### src/hw/rtl/nand_hamming_ecc_generator_defines.svh
// Assertion macros shared by the ECC generator RTL.
`ifndef NAND_HAMMING_ECC_GENERATOR_DEFINES_SVH
`define NAND_HAMMING_ECC_GENERATOR_DEFINES_SVH

// The condition implies the check in the same cycle.
`define NHECC_ASSERT_SAME(label, cond, check, msg) \
  label: assert property (@(posedge clk) disable iff (!rst_n) (cond) |-> (check)) \
    else $error(msg);

// The condition implies the check in the next cycle.
`define NHECC_ASSERT_NEXT(label, cond, check, msg) \
  label: assert property (@(posedge clk) disable iff (!rst_n) (cond) |=> (check)) \
    else $error(msg);

`endif

### src/hw/rtl/nhecc_pkg.sv
`default_nettype none
package nhecc_pkg;

  localparam int DATA_W    = 32;
  localparam int HALF_W    = 12;
  localparam int ECC_W     = 2 * HALF_W;
  localparam int WORDS_MAX = 128;
  localparam int IDX_W     = (WORDS_MAX > 1) ? $clog2(WORDS_MAX) : 1;
  localparam int ROW_SHIFT = 5;

  localparam logic [DATA_W-1:0] FOLD_M8 = 32'h00ff00ff & 32'h00ffffff;
  localparam logic [DATA_W-1:0] FOLD_M4 = 32'h0f0f0f0f & 32'h000f0fff;
  localparam logic [DATA_W-1:0] FOLD_M2 = 32'h33333333 & 32'h0003033f;
  localparam logic [DATA_W-1:0] FOLD_M1 = 32'h55555555 & 32'h00010117;

  typedef struct packed {
    logic              valid;
    logic [ECC_W-1:0]  code;
  } nhecc_res_t;

endpackage
`default_nettype wire

### src/hw/rtl/nhecc_accum.sv
`default_nettype none
module nhecc_accum
  import nhecc_pkg::*;
(
  input  wire logic              clk,
  input  wire logic              rst_n,
  input  wire logic              word_fire,
  input  wire logic [DATA_W-1:0] word_data,
  input  wire logic              word_last,
  output nhecc_res_t             res
);

  logic [DATA_W-1:0] column_xor_r, column_xor_nxt, cx_sum;
  logic [HALF_W-1:0] row_acc_r, row_acc_nxt, acc_sum;
  logic [IDX_W-1:0]  word_idx_r, word_idx_nxt, idx_sum;
  logic [DATA_W-1:0] v1, v2, v3, v4, v5;
  logic [HALF_W-1:0] code;
  logic [ECC_W-1:0]  packed_code;

  always_comb begin
    cx_sum = column_xor_r ^ word_data;
    if (^word_data) begin
      acc_sum = row_acc_r ^ HALF_W'({word_idx_r, {ROW_SHIFT{1'b0}}});
    end else begin
      acc_sum = row_acc_r;
    end
    if (32'(word_idx_r) >= 32'(WORDS_MAX - 1)) begin
      idx_sum = '0;
    end else begin
      idx_sum = word_idx_r + IDX_W'(1);
    end
  end

  always_comb begin
    v1 = (cx_sum >> 16) ^ cx_sum;
    v2 = v1 ^ ((v1 >> 8) & FOLD_M8);
    v3 = v2 ^ ((v2 >> 4) & FOLD_M4);
    v4 = v3 ^ ((v3 >> 2) & FOLD_M2);
    v5 = v4 ^ ((v4 >> 1) & FOLD_M1);
    code = acc_sum ^ HALF_W'({v5[16], v5[8], v5[4], v5[2], v5[1]});
    packed_code = {code, code ^ {HALF_W{v5[0]}}};
    res.valid = word_fire && word_last;
    res.code  = ~packed_code;
  end

  always_comb begin
    column_xor_nxt = column_xor_r;
    row_acc_nxt    = row_acc_r;
    word_idx_nxt   = word_idx_r;
    if (word_fire) begin
      if (word_last) begin
        column_xor_nxt = '0;
        row_acc_nxt    = '0;
        word_idx_nxt   = '0;
      end else begin
        column_xor_nxt = cx_sum;
        row_acc_nxt    = acc_sum;
        word_idx_nxt   = idx_sum;
      end
    end
  end

  always_ff @(posedge clk) begin
    if (!rst_n) begin
      column_xor_r <= '0;
      row_acc_r    <= '0;
      word_idx_r   <= '0;
    end else begin
      column_xor_r <= column_xor_nxt;
      row_acc_r    <= row_acc_nxt;
      word_idx_r   <= word_idx_nxt;
    end
  end

endmodule
`default_nettype wire

### src/hw/rtl/nhecc_out_reg.sv
`default_nettype none
module nhecc_out_reg
  import nhecc_pkg::*;
(
  input  wire logic             clk,
  input  wire logic             rst_n,
  input  nhecc_res_t            res,
  output logic                  out_tvalid,
  input  wire logic             out_tready,
  output logic [ECC_W-1:0]      out_tdata   // ecc_value[23:0]
);

  logic             out_valid_r, out_valid_nxt;
  logic [ECC_W-1:0] out_data_r, out_data_nxt;

  always_comb begin
    out_valid_nxt = out_valid_r;
    out_data_nxt  = out_data_r;
    if (res.valid) begin
      out_valid_nxt = 1'b1;
      out_data_nxt  = res.code;
    end else if (out_tready) begin
      out_valid_nxt = 1'b0;
    end
  end

  always_ff @(posedge clk) begin
    if (!rst_n) begin
      out_valid_r <= 1'b0;
    end else begin
      out_valid_r <= out_valid_nxt;
    end
  end

  always_ff @(posedge clk) begin
    out_data_r <= out_data_nxt;
  end

  assign out_tvalid = out_valid_r;
  assign out_tdata  = out_data_r;

endmodule
`default_nettype wire

### src/hw/rtl/nand_hamming_ecc_generator.sv
// Channel   Signals                      Payload
// in        in_tvalid/in_tready          in_tdata = data_word, in_tlast = last_word
// out       out_tvalid/out_tready        out_tdata = ecc_value
//
// One word is accepted every cycle unless a last word is held for a stalled
// output; the input register feeds the XOR and parity accumulators.
// A code is shown on out_tvalid from the output register after its last word leaves the input register.
// Reset is synchronous and clears the accumulators and all valid flags.
// A stalled output only holds back a last word; ordinary words keep flowing.
`default_nettype none
`include "nand_hamming_ecc_generator_defines.svh"
module nand_hamming_ecc_generator
  import nhecc_pkg::*;
(
  input  wire logic              clk,
  input  wire logic              rst_n,
  input  wire logic              in_tvalid,
  output logic                   in_tready,
  input  wire logic [DATA_W-1:0] in_tdata,   // data_word[31:0]
  input  wire logic              in_tlast,
  output logic                   out_tvalid,
  input  wire logic              out_tready,
  output logic [ECC_W-1:0]       out_tdata   // ecc_value[23:0]
);

  logic              s1_valid_r, s1_valid_nxt;
  logic [DATA_W-1:0] s1_data_r, s1_data_nxt;
  logic              s1_last_r, s1_last_nxt;
  logic              out_free;
  logic              s1_adv;
  nhecc_res_t        res;

  assign out_free  = !out_tvalid || out_tready;
  assign s1_adv    = s1_valid_r && (!s1_last_r || out_free);
  assign in_tready = !s1_valid_r || s1_adv;

  always_comb begin
    s1_valid_nxt = s1_valid_r;
    s1_data_nxt  = s1_data_r;
    s1_last_nxt  = s1_last_r;
    if (in_tvalid && in_tready) begin
      s1_valid_nxt = 1'b1;
      s1_data_nxt  = in_tdata;
      s1_last_nxt  = in_tlast;
    end else if (s1_adv) begin
      s1_valid_nxt = 1'b0;
    end
  end

  always_ff @(posedge clk) begin
    if (!rst_n) begin
      s1_valid_r <= 1'b0;
    end else begin
      s1_valid_r <= s1_valid_nxt;
    end
  end

  always_ff @(posedge clk) begin
    s1_data_r <= s1_data_nxt;
    s1_last_r <= s1_last_nxt;
  end

  nhecc_accum u_accum (
    .clk       (clk),
    .rst_n     (rst_n),
    .word_fire (s1_adv),
    .word_data (s1_data_r),
    .word_last (s1_last_r),
    .res       (res)
  );

  nhecc_out_reg u_out (
    .clk        (clk),
    .rst_n      (rst_n),
    .res        (res),
    .out_tvalid (out_tvalid),
    .out_tready (out_tready),
    .out_tdata  (out_tdata)
  );

  `NHECC_ASSERT_NEXT(a_last_gives_code, s1_adv && s1_last_r, out_tvalid,
                     "last word gave no code")
  `NHECC_ASSERT_SAME(a_stall_holds_last,
                     s1_valid_r && s1_last_r && out_tvalid && !out_tready, !s1_adv,
                     "last word advanced over a pending code")
  `NHECC_ASSERT_SAME(a_busy_only_when_full, !in_tready, s1_valid_r && s1_last_r,
                     "input stalled without a held last word")

endmodule
`default_nettype wire
### config.mk
export PLATFORM = sky130hd
export DESIGN_NAME = nand_hamming_ecc_generator
export DESIGN_NICKNAME = d
export VERILOG_FILES = /design/src/hw/rtl/nhecc_pkg.sv /design/src/hw/rtl/nhecc_accum.sv /design/src/hw/rtl/nhecc_out_reg.sv /design/src/hw/rtl/nand_hamming_ecc_generator.sv
export VERILOG_INCLUDE_DIRS = /design/src /design/src/hw/rtl
export SDC_FILE = /design/constraint.sdc
export NUM_CORES = 1
export LEC_CHECK = 0
export BUFFER_PORTS_ARGS = -buffer_cell sky130_fd_sc_hd__buf_2
export CAP_MARGIN = 20
export CORE_ASPECT_RATIO = 0.8
export CORE_UTILIZATION = 36
export DETAILED_ROUTE_END_ITERATION = 8
export GPL_ROUTABILITY_DRIVEN = 1
export GPL_TIMING_DRIVEN = 0
export MAX_ROUTING_LAYER = met4
export SYNTH_ARGS = -nofsm -noshare
export SYNTH_HDL_FRONTEND = slang
export SYNTH_SLANG_ARGS = --single-unit
### constraint.sdc
create_clock -name clk -period 5.9 [get_ports clk]
set_clock_uncertainty 0.15 [all_clocks]
set_input_delay 0.295 -clock clk [delete_from_list [all_inputs] [get_ports clk]]
set_output_delay 0.295 -clock clk [all_outputs]
set_load 0.03 [all_outputs]
After elaboration in Yosys (flattened, before gate mapping)
Index checks and enable logic that the tools add are counted.
{ "totals": {"register_bits": 110, "output_inout_bits": 26} }
{ "op_classes": {"addsub": 1, "order_cmp": 1, "mux": 9, "n_bitwise": 10, "reduce_logical": 12} }
{ "op_table": {"columns": ["operator", "n"], "rows": [
  ["$mux 32", 1],
  ["$reduce_xor 32->1", 1],
  ["$xor 16x32->32", 1],
  ["$xor 32x32->32", 1],
  ["$mux 12", 2],
  ["$not 24->24", 1],
  ["$xor 12x12->12", 2],
  ["$xor 24x24->24", 1],
  ["$xor 20x20->20", 1],
  ["$xor 18x18->18", 1],
  ["$xor 17x17->17", 1],
  ["$mux 7", 2],
  ["$xor 12x5->12", 1],
  ["$add 7x1->7 const B", 1],
  ["$ge 7x7->1 const B", 1],
  ["$mux 1", 4],
  ["$reduce_bool 2->1", 2],
  ["$logic_and 1x1->1", 3],
  ["$logic_not 1->1", 3],
  ["$logic_or 1x1->1", 3]
]} }

Longest topological paths before layout
{ "depth": {"ltp_word": 9, "mapped_depth": 8, "ltp_nobuf": 7} }

Cells and area by module
From an unflattened synthesis, not the netlist that was laid out.
{ "unflattened": {"hier_cells": 493, "area_unflattened_um2": 5565.3} }
{ "by_module_without_submodules": {"columns": ["module", "n_inst", "cells_each", "area_each_um2"], "rows": [
  ["nhecc_accum", 1, 426, 3739.8],
  ["nand_hamming_ecc_generator", 1, 40, 1063.5],
  ["nhecc_out_reg", 1, 27, 762.0]
]} }

Worst setup path before layout
Ideal clock, no wire load.
{ "synth_timing": {"path_type": "register to register", "from": "reg s1_last_r", "to": "reg s1_data_r[0], enable pin", "setup_time_ps": 443, "t_arrival_ps": 2626, "slack_ps": 2681, "stages_incl_launch_ff": 4, "path_buffers": 2, "path_cell_list": "edfxtp_1 > clkbuf_1 > clkbuf_1 > a31oi_1"} }
{ "synth_between": {"elab_chain_cells": 5} }
{ "synth_rtl": {"columns": ["element", "line_no", "rtl"], "rows": [
  ["from (decl)", "nand_hamming_ecc_generator.sv:28", "logic s1_last_r, s1_last_nxt;"],
  ["from (signal assigned)", "nand_hamming_ecc_generator.sv:60", "s1_last_r <= s1_last_nxt;"],
  ["$logic_not 1->1", "nand_hamming_ecc_generator.sv:34", "assign s1_adv = s1_valid_r && (!s1_last_r || out_free);"],
  ["$logic_or 1x1->1", "nand_hamming_ecc_generator.sv:34", null],
  ["$logic_and 1x1->1", "nand_hamming_ecc_generator.sv:34", null],
  ["$logic_or 1x1->1", "nand_hamming_ecc_generator.sv:35", "assign in_tready = !s1_valid_r || s1_adv;"],
  ["$logic_and 1x1->1", "nand_hamming_ecc_generator.sv:41", "if (in_tvalid && in_tready) begin"],
  ["to (signal assigned)", "nand_hamming_ecc_generator.sv:59", "s1_data_r <= s1_data_nxt;"],
  ["to (decl)", "nand_hamming_ecc_generator.sv:27", "logic [DATA_W-1:0] s1_data_r, s1_data_nxt;"]
]} }
No other way between the ends.
A chain may end at the register's enable or synchronous reset.

==> impl_metrics.env <==
export IMPL_async_flop_share_pct=0
export IMPL_cts_repair_resized=0
export IMPL_peakVddDrop_v=0.000185
export IMPL_synth_cells=500
export IMPL_crit_start="s1_data_r[29]"
export IMPL_pre_cts_ws_ns=3.00
export IMPL_synth_edf_count=57
export IMPL_drv_slew=0
export IMPL_overflow=0
export IMPL_combPwrFrac_pct=36.6
export IMPL_fmax_mhz=344
export IMPL_cts_root_buf="clkbuf_16"
export IMPL_rows=39
export IMPL_maxCapViolations=0
export IMPL_yosysSeqAreaShare_pct=50.1
export IMPL_power_frac_seq_pct=38.5
export IMPL_initial_utilization_pct=37.1
export IMPL_drtAntennaViolNets=0
export IMPL_critPathLaunchType="flip-flop"
export IMPL_grt_pass1_vias=3686
export IMPL_drt_pass1_iter_count=6
export IMPL_antenna_cells=0
export IMPL_cts_tree="done"
export IMPL_grt_max_degree=26
export IMPL_synth_cell_types=31
export IMPL_synth_avg_cell_area_um2=10.7
export IMPL_internal_power_w=0.00166
export IMPL_cts_buffers=9
export IMPL_fin_ws_ns=2.99
export IMPL_grt_util_all_layers_pct=16.8
export IMPL_crit_type="flip-flop to flip-flop"
export IMPL_p_clk_share_pct=24.9
export IMPL_synth_seq_cells=105
export IMPL_timing_rr_end="u_out.out_tdata[6]"
export IMPL_area_growth_pct=23.4
export IMPL_fin_tns_setup_ns=0
export IMPL_drc=14
export IMPL_period_share_pct=49.3
export IMPL_routedWlPerCell_um=14.7
export IMPL_critPathArrivalTime_ns=2.87
export IMPL_drt_iter0_markers=221
export IMPL_p_sw_w=0.000844
export IMPL_drive_gt1_share_pct=14.8
export IMPL_sw_frac_of_total_pct=33.8
export IMPL_crit_end="u_out.out_tdata[6]"
export IMPL_power_per_cell_area_nw_per_um2=379
export IMPL_numPortBuffers=62
export IMPL_timing_hold_violations_final=0
export IMPL_worstPathMaxFanout=10
export IMPL_die_w_um=138
export IMPL_p_leak_nw=2.32
export IMPL_ys_flop_type="edfxtp_1"
export IMPL_slew_headroom_pct=57.7
export IMPL_clk_pin_slew_worst_paths_ns=0.08
export IMPL_via_per_inst=4.78
export IMPL_grt_first_pass_wirelength_mm=19.1
export IMPL_layout_nets=646
export IMPL_antenna_found_initial=0
export IMPL_postCtsSetupRepairBufs=0
export IMPL_reg2reg_depth=7
export IMPL_status="complete, but fails checks"
export IMPL_ios=63
export IMPL_rsz0062_at_grt="false"
export IMPL_cts_buffer_depth=2
export IMPL_die_height_um=111
export IMPL_violations="DRC"
export IMPL_rrSetupSlack_ns=2.99
export IMPL_period_minus_slack_ns=2.91
export IMPL_yosys_warnings=0
export IMPL_gp_congestion=0.817
export IMPL_coreArea_um2=14400
export IMPL_htree_levels=3
export IMPL_worstPathRequired_ns=5.86
export IMPL_min_delay_path_class="input pin to flip-flop"
export IMPL_setup_viol=0
export IMPL_synthesis_area_um2=5340
export IMPL_regToRegStartpoint="s1_data_r[29]"
export IMPL_die_area_um2=15300
export IMPL_critPathCaptureType="flip-flop"
export IMPL_clk_latency_ns=0.37
export IMPL_route_vias_total=3806
export IMPL_worst_pin_slew_ns=0.630
export IMPL_synth_nets=538
export IMPL_finalWirelength_mm=11.7
export IMPL_dp_hpwl_mm=8.67
export IMPL_clock_sinks=105
-- cell families after synthesis --
| kind of cell | Yosys count | share of synthesized area, % |
|---|---|---|
| AO/OA/AOI/OAI | 95 | 9.52 |
| XOR/XNOR | 141 | 26.3 |
| adder cells (fa/ha/maj) | 1 | 0.234 |
| buffers and inverters | 21 | 1.50 |
| flip-flops | 105 | 50.1 |
| AND/OR/NAND/NOR | 137 | 12.4 |
-- registers in the layout, indices dropped and copies added (netlist names) --
name / flops
u_accum.row_acc_r: 7
s1_valid_r: 1
s1_last_r: 1
u_accum.word_idx_r: 7
s1_data_r: 32
u_accum.column_xor_r: 32
u_out.out_tvalid: 1
u_out.out_tdata: 24
-- per-layer routing --
| metal | vias to the layer above | share of wire, % | track usage, % |
|---|---|---|---|
| li1 | 1891 | - | - |
| met1 | 1784 | 49 | 21.8 |
| met2 | 115 | 44 | 24.7 |
| met3 | 16 | 5.7 | 5.23 |
| met4 | 0 | 1.5 | 5.69 |
| met5 | - | 0 | - |
-- worst min-delay path by stage --
stage / cells after the start / slack [ns] / end / startpoint
2_1_floorplan: 0 / 0.24 / s1_data_r[0] / in_tdata[0]
3_3_place_gp: 1 / 0.32 / s1_data_r[11] / in_tdata[11]
3_5_place_dp: 1 / 0.32 / s1_data_r[16] / in_tdata[16]
4_1_cts: 3 / 0.09 / s1_valid_r / in_tvalid
5_1_grt: 3 / 0.12 / s1_valid_r / in_tvalid
6_report: 3 / 0.1 / s1_valid_r / in_tvalid
-- cell usage after synthesis (2+ instances only) --
| cell | number | area (um^2) |
|---|---|---|
| edfxtp_1 | 57 | 1710 |
| a21boi_1 | 9 | 67.6 |
| inv_1 | 2 | 7.51 |
| xnor2_2 | 3 | 48.8 |
| xnor2_1 | 107 | 937 |
| and2_1 | 36 | 225 |
| nor2b_1 | 5 | 31.3 |
| xnor2_4 | 2 | 55.1 |
| nor2_1 | 37 | 139 |
| dfxtp_1 | 48 | 961 |
| xor2_2 | 3 | 48.8 |
| clkbuf_1 | 17 | 63.8 |
| nand2_1 | 44 | 165 |
| nand3b_1 | 7 | 52.6 |
| o21ai_0 | 81 | 405 |
| nand3_1 | 2 | 10.0 |
| a31oi_1 | 2 | 12.5 |
| xor2_1 | 20 | 175 |
| xnor3_1 | 5 | 113 |
| nand4_1 | 2 | 12.5 |
-- cell usage in the layout, fill, tap and decap left out, types with 2 or more instances in the layout --
| cell type | instances |
|---|---|
| xnor2_1 | 107 |
| o21ai_0 | 81 |
| buf_2 | 63 |
| edfxtp_1 | 57 |
| dfxtp_1 | 48 |
| nand2_1 | 44 |
| nor2_1 | 37 |
| and2_1 | 36 |
| dlygate4sd3_1 | 33 |
| xor2_1 | 20 |
| clkbuf_1 | 17 |
| a21boi_1 | 9 |
| clkbuf_16 | 9 |
| nand3b_1 | 7 |
| nor2b_1 | 5 |
| xnor3_1 | 5 |
| xor2_2 | 3 |
| xnor2_2 | 3 |
| clkinv_8 | 3 |
| inv_8 | 3 |
| inv_1 | 2 |
| xnor2_4 | 2 |
| nand3_1 | 2 |
| nand4_1 | 2 |
-- power by group through the flow --
stage          registers (W)  clock network [W]  logic, W
6_report            0.000962           0.000622  0.000916
5_1_grt             0.000968           0.000670  0.000993
4_1_cts             0.000963           0.000639  0.000930
3_5_place_dp        0.000979                  0  0.000910
3_3_place_gp        0.000978                  0  0.000883
2_1_floorplan        0.00105                  0  0.000648
-- final cells by class --
class                   instances  area, um^2
well taps                     184         230
multi-input cells             374        2600
inverters                       2        7.51
clock inverters                 7        91.3
repair buffers                 97         688
flip-flops and latches        105        2670
clock buffers                   9         225
fillers                      1321        7810
plain buffers                  19        72.6
-- worst max-delay path, stage by stage (launching register included) --
cell and delay (ns):
edfxtp_1 0.52, xor2_2 0.24, xnor2_1 0.27, xnor2_2 0.19, xnor3_2 0.52, xor2_2 0.20, xnor2_4 0.43, xnor2_1 0.12
-- through the flow --
step / power [W] / util, % / hold WS [ns] / cell area, um^2 / instances
after floorplan: 0.00170 / - / 0.244 / 5340 / 500
after global placement: 0.00186 / 40.8 / 0.322 / 5880 / 746
after detailed placement: 0.00189 / 41.1 / 0.323 / 5910 / 747
after CTS: 0.00253 / 45.6 / 0.0896 / 6560 / 796
after global routing: 0.00263 / 45.8 / 0.118 / 6590 / 797
final: 0.00250 / 45.8 / 0.0997 / 6590 / 797
-- what timing repair did --
item	CTS	global route
setup endpoints to repair	0	0
hold endpoints to repair	33	0
hold buffers	33	0
Note: power is estimated with default switching activity, not from simulation.
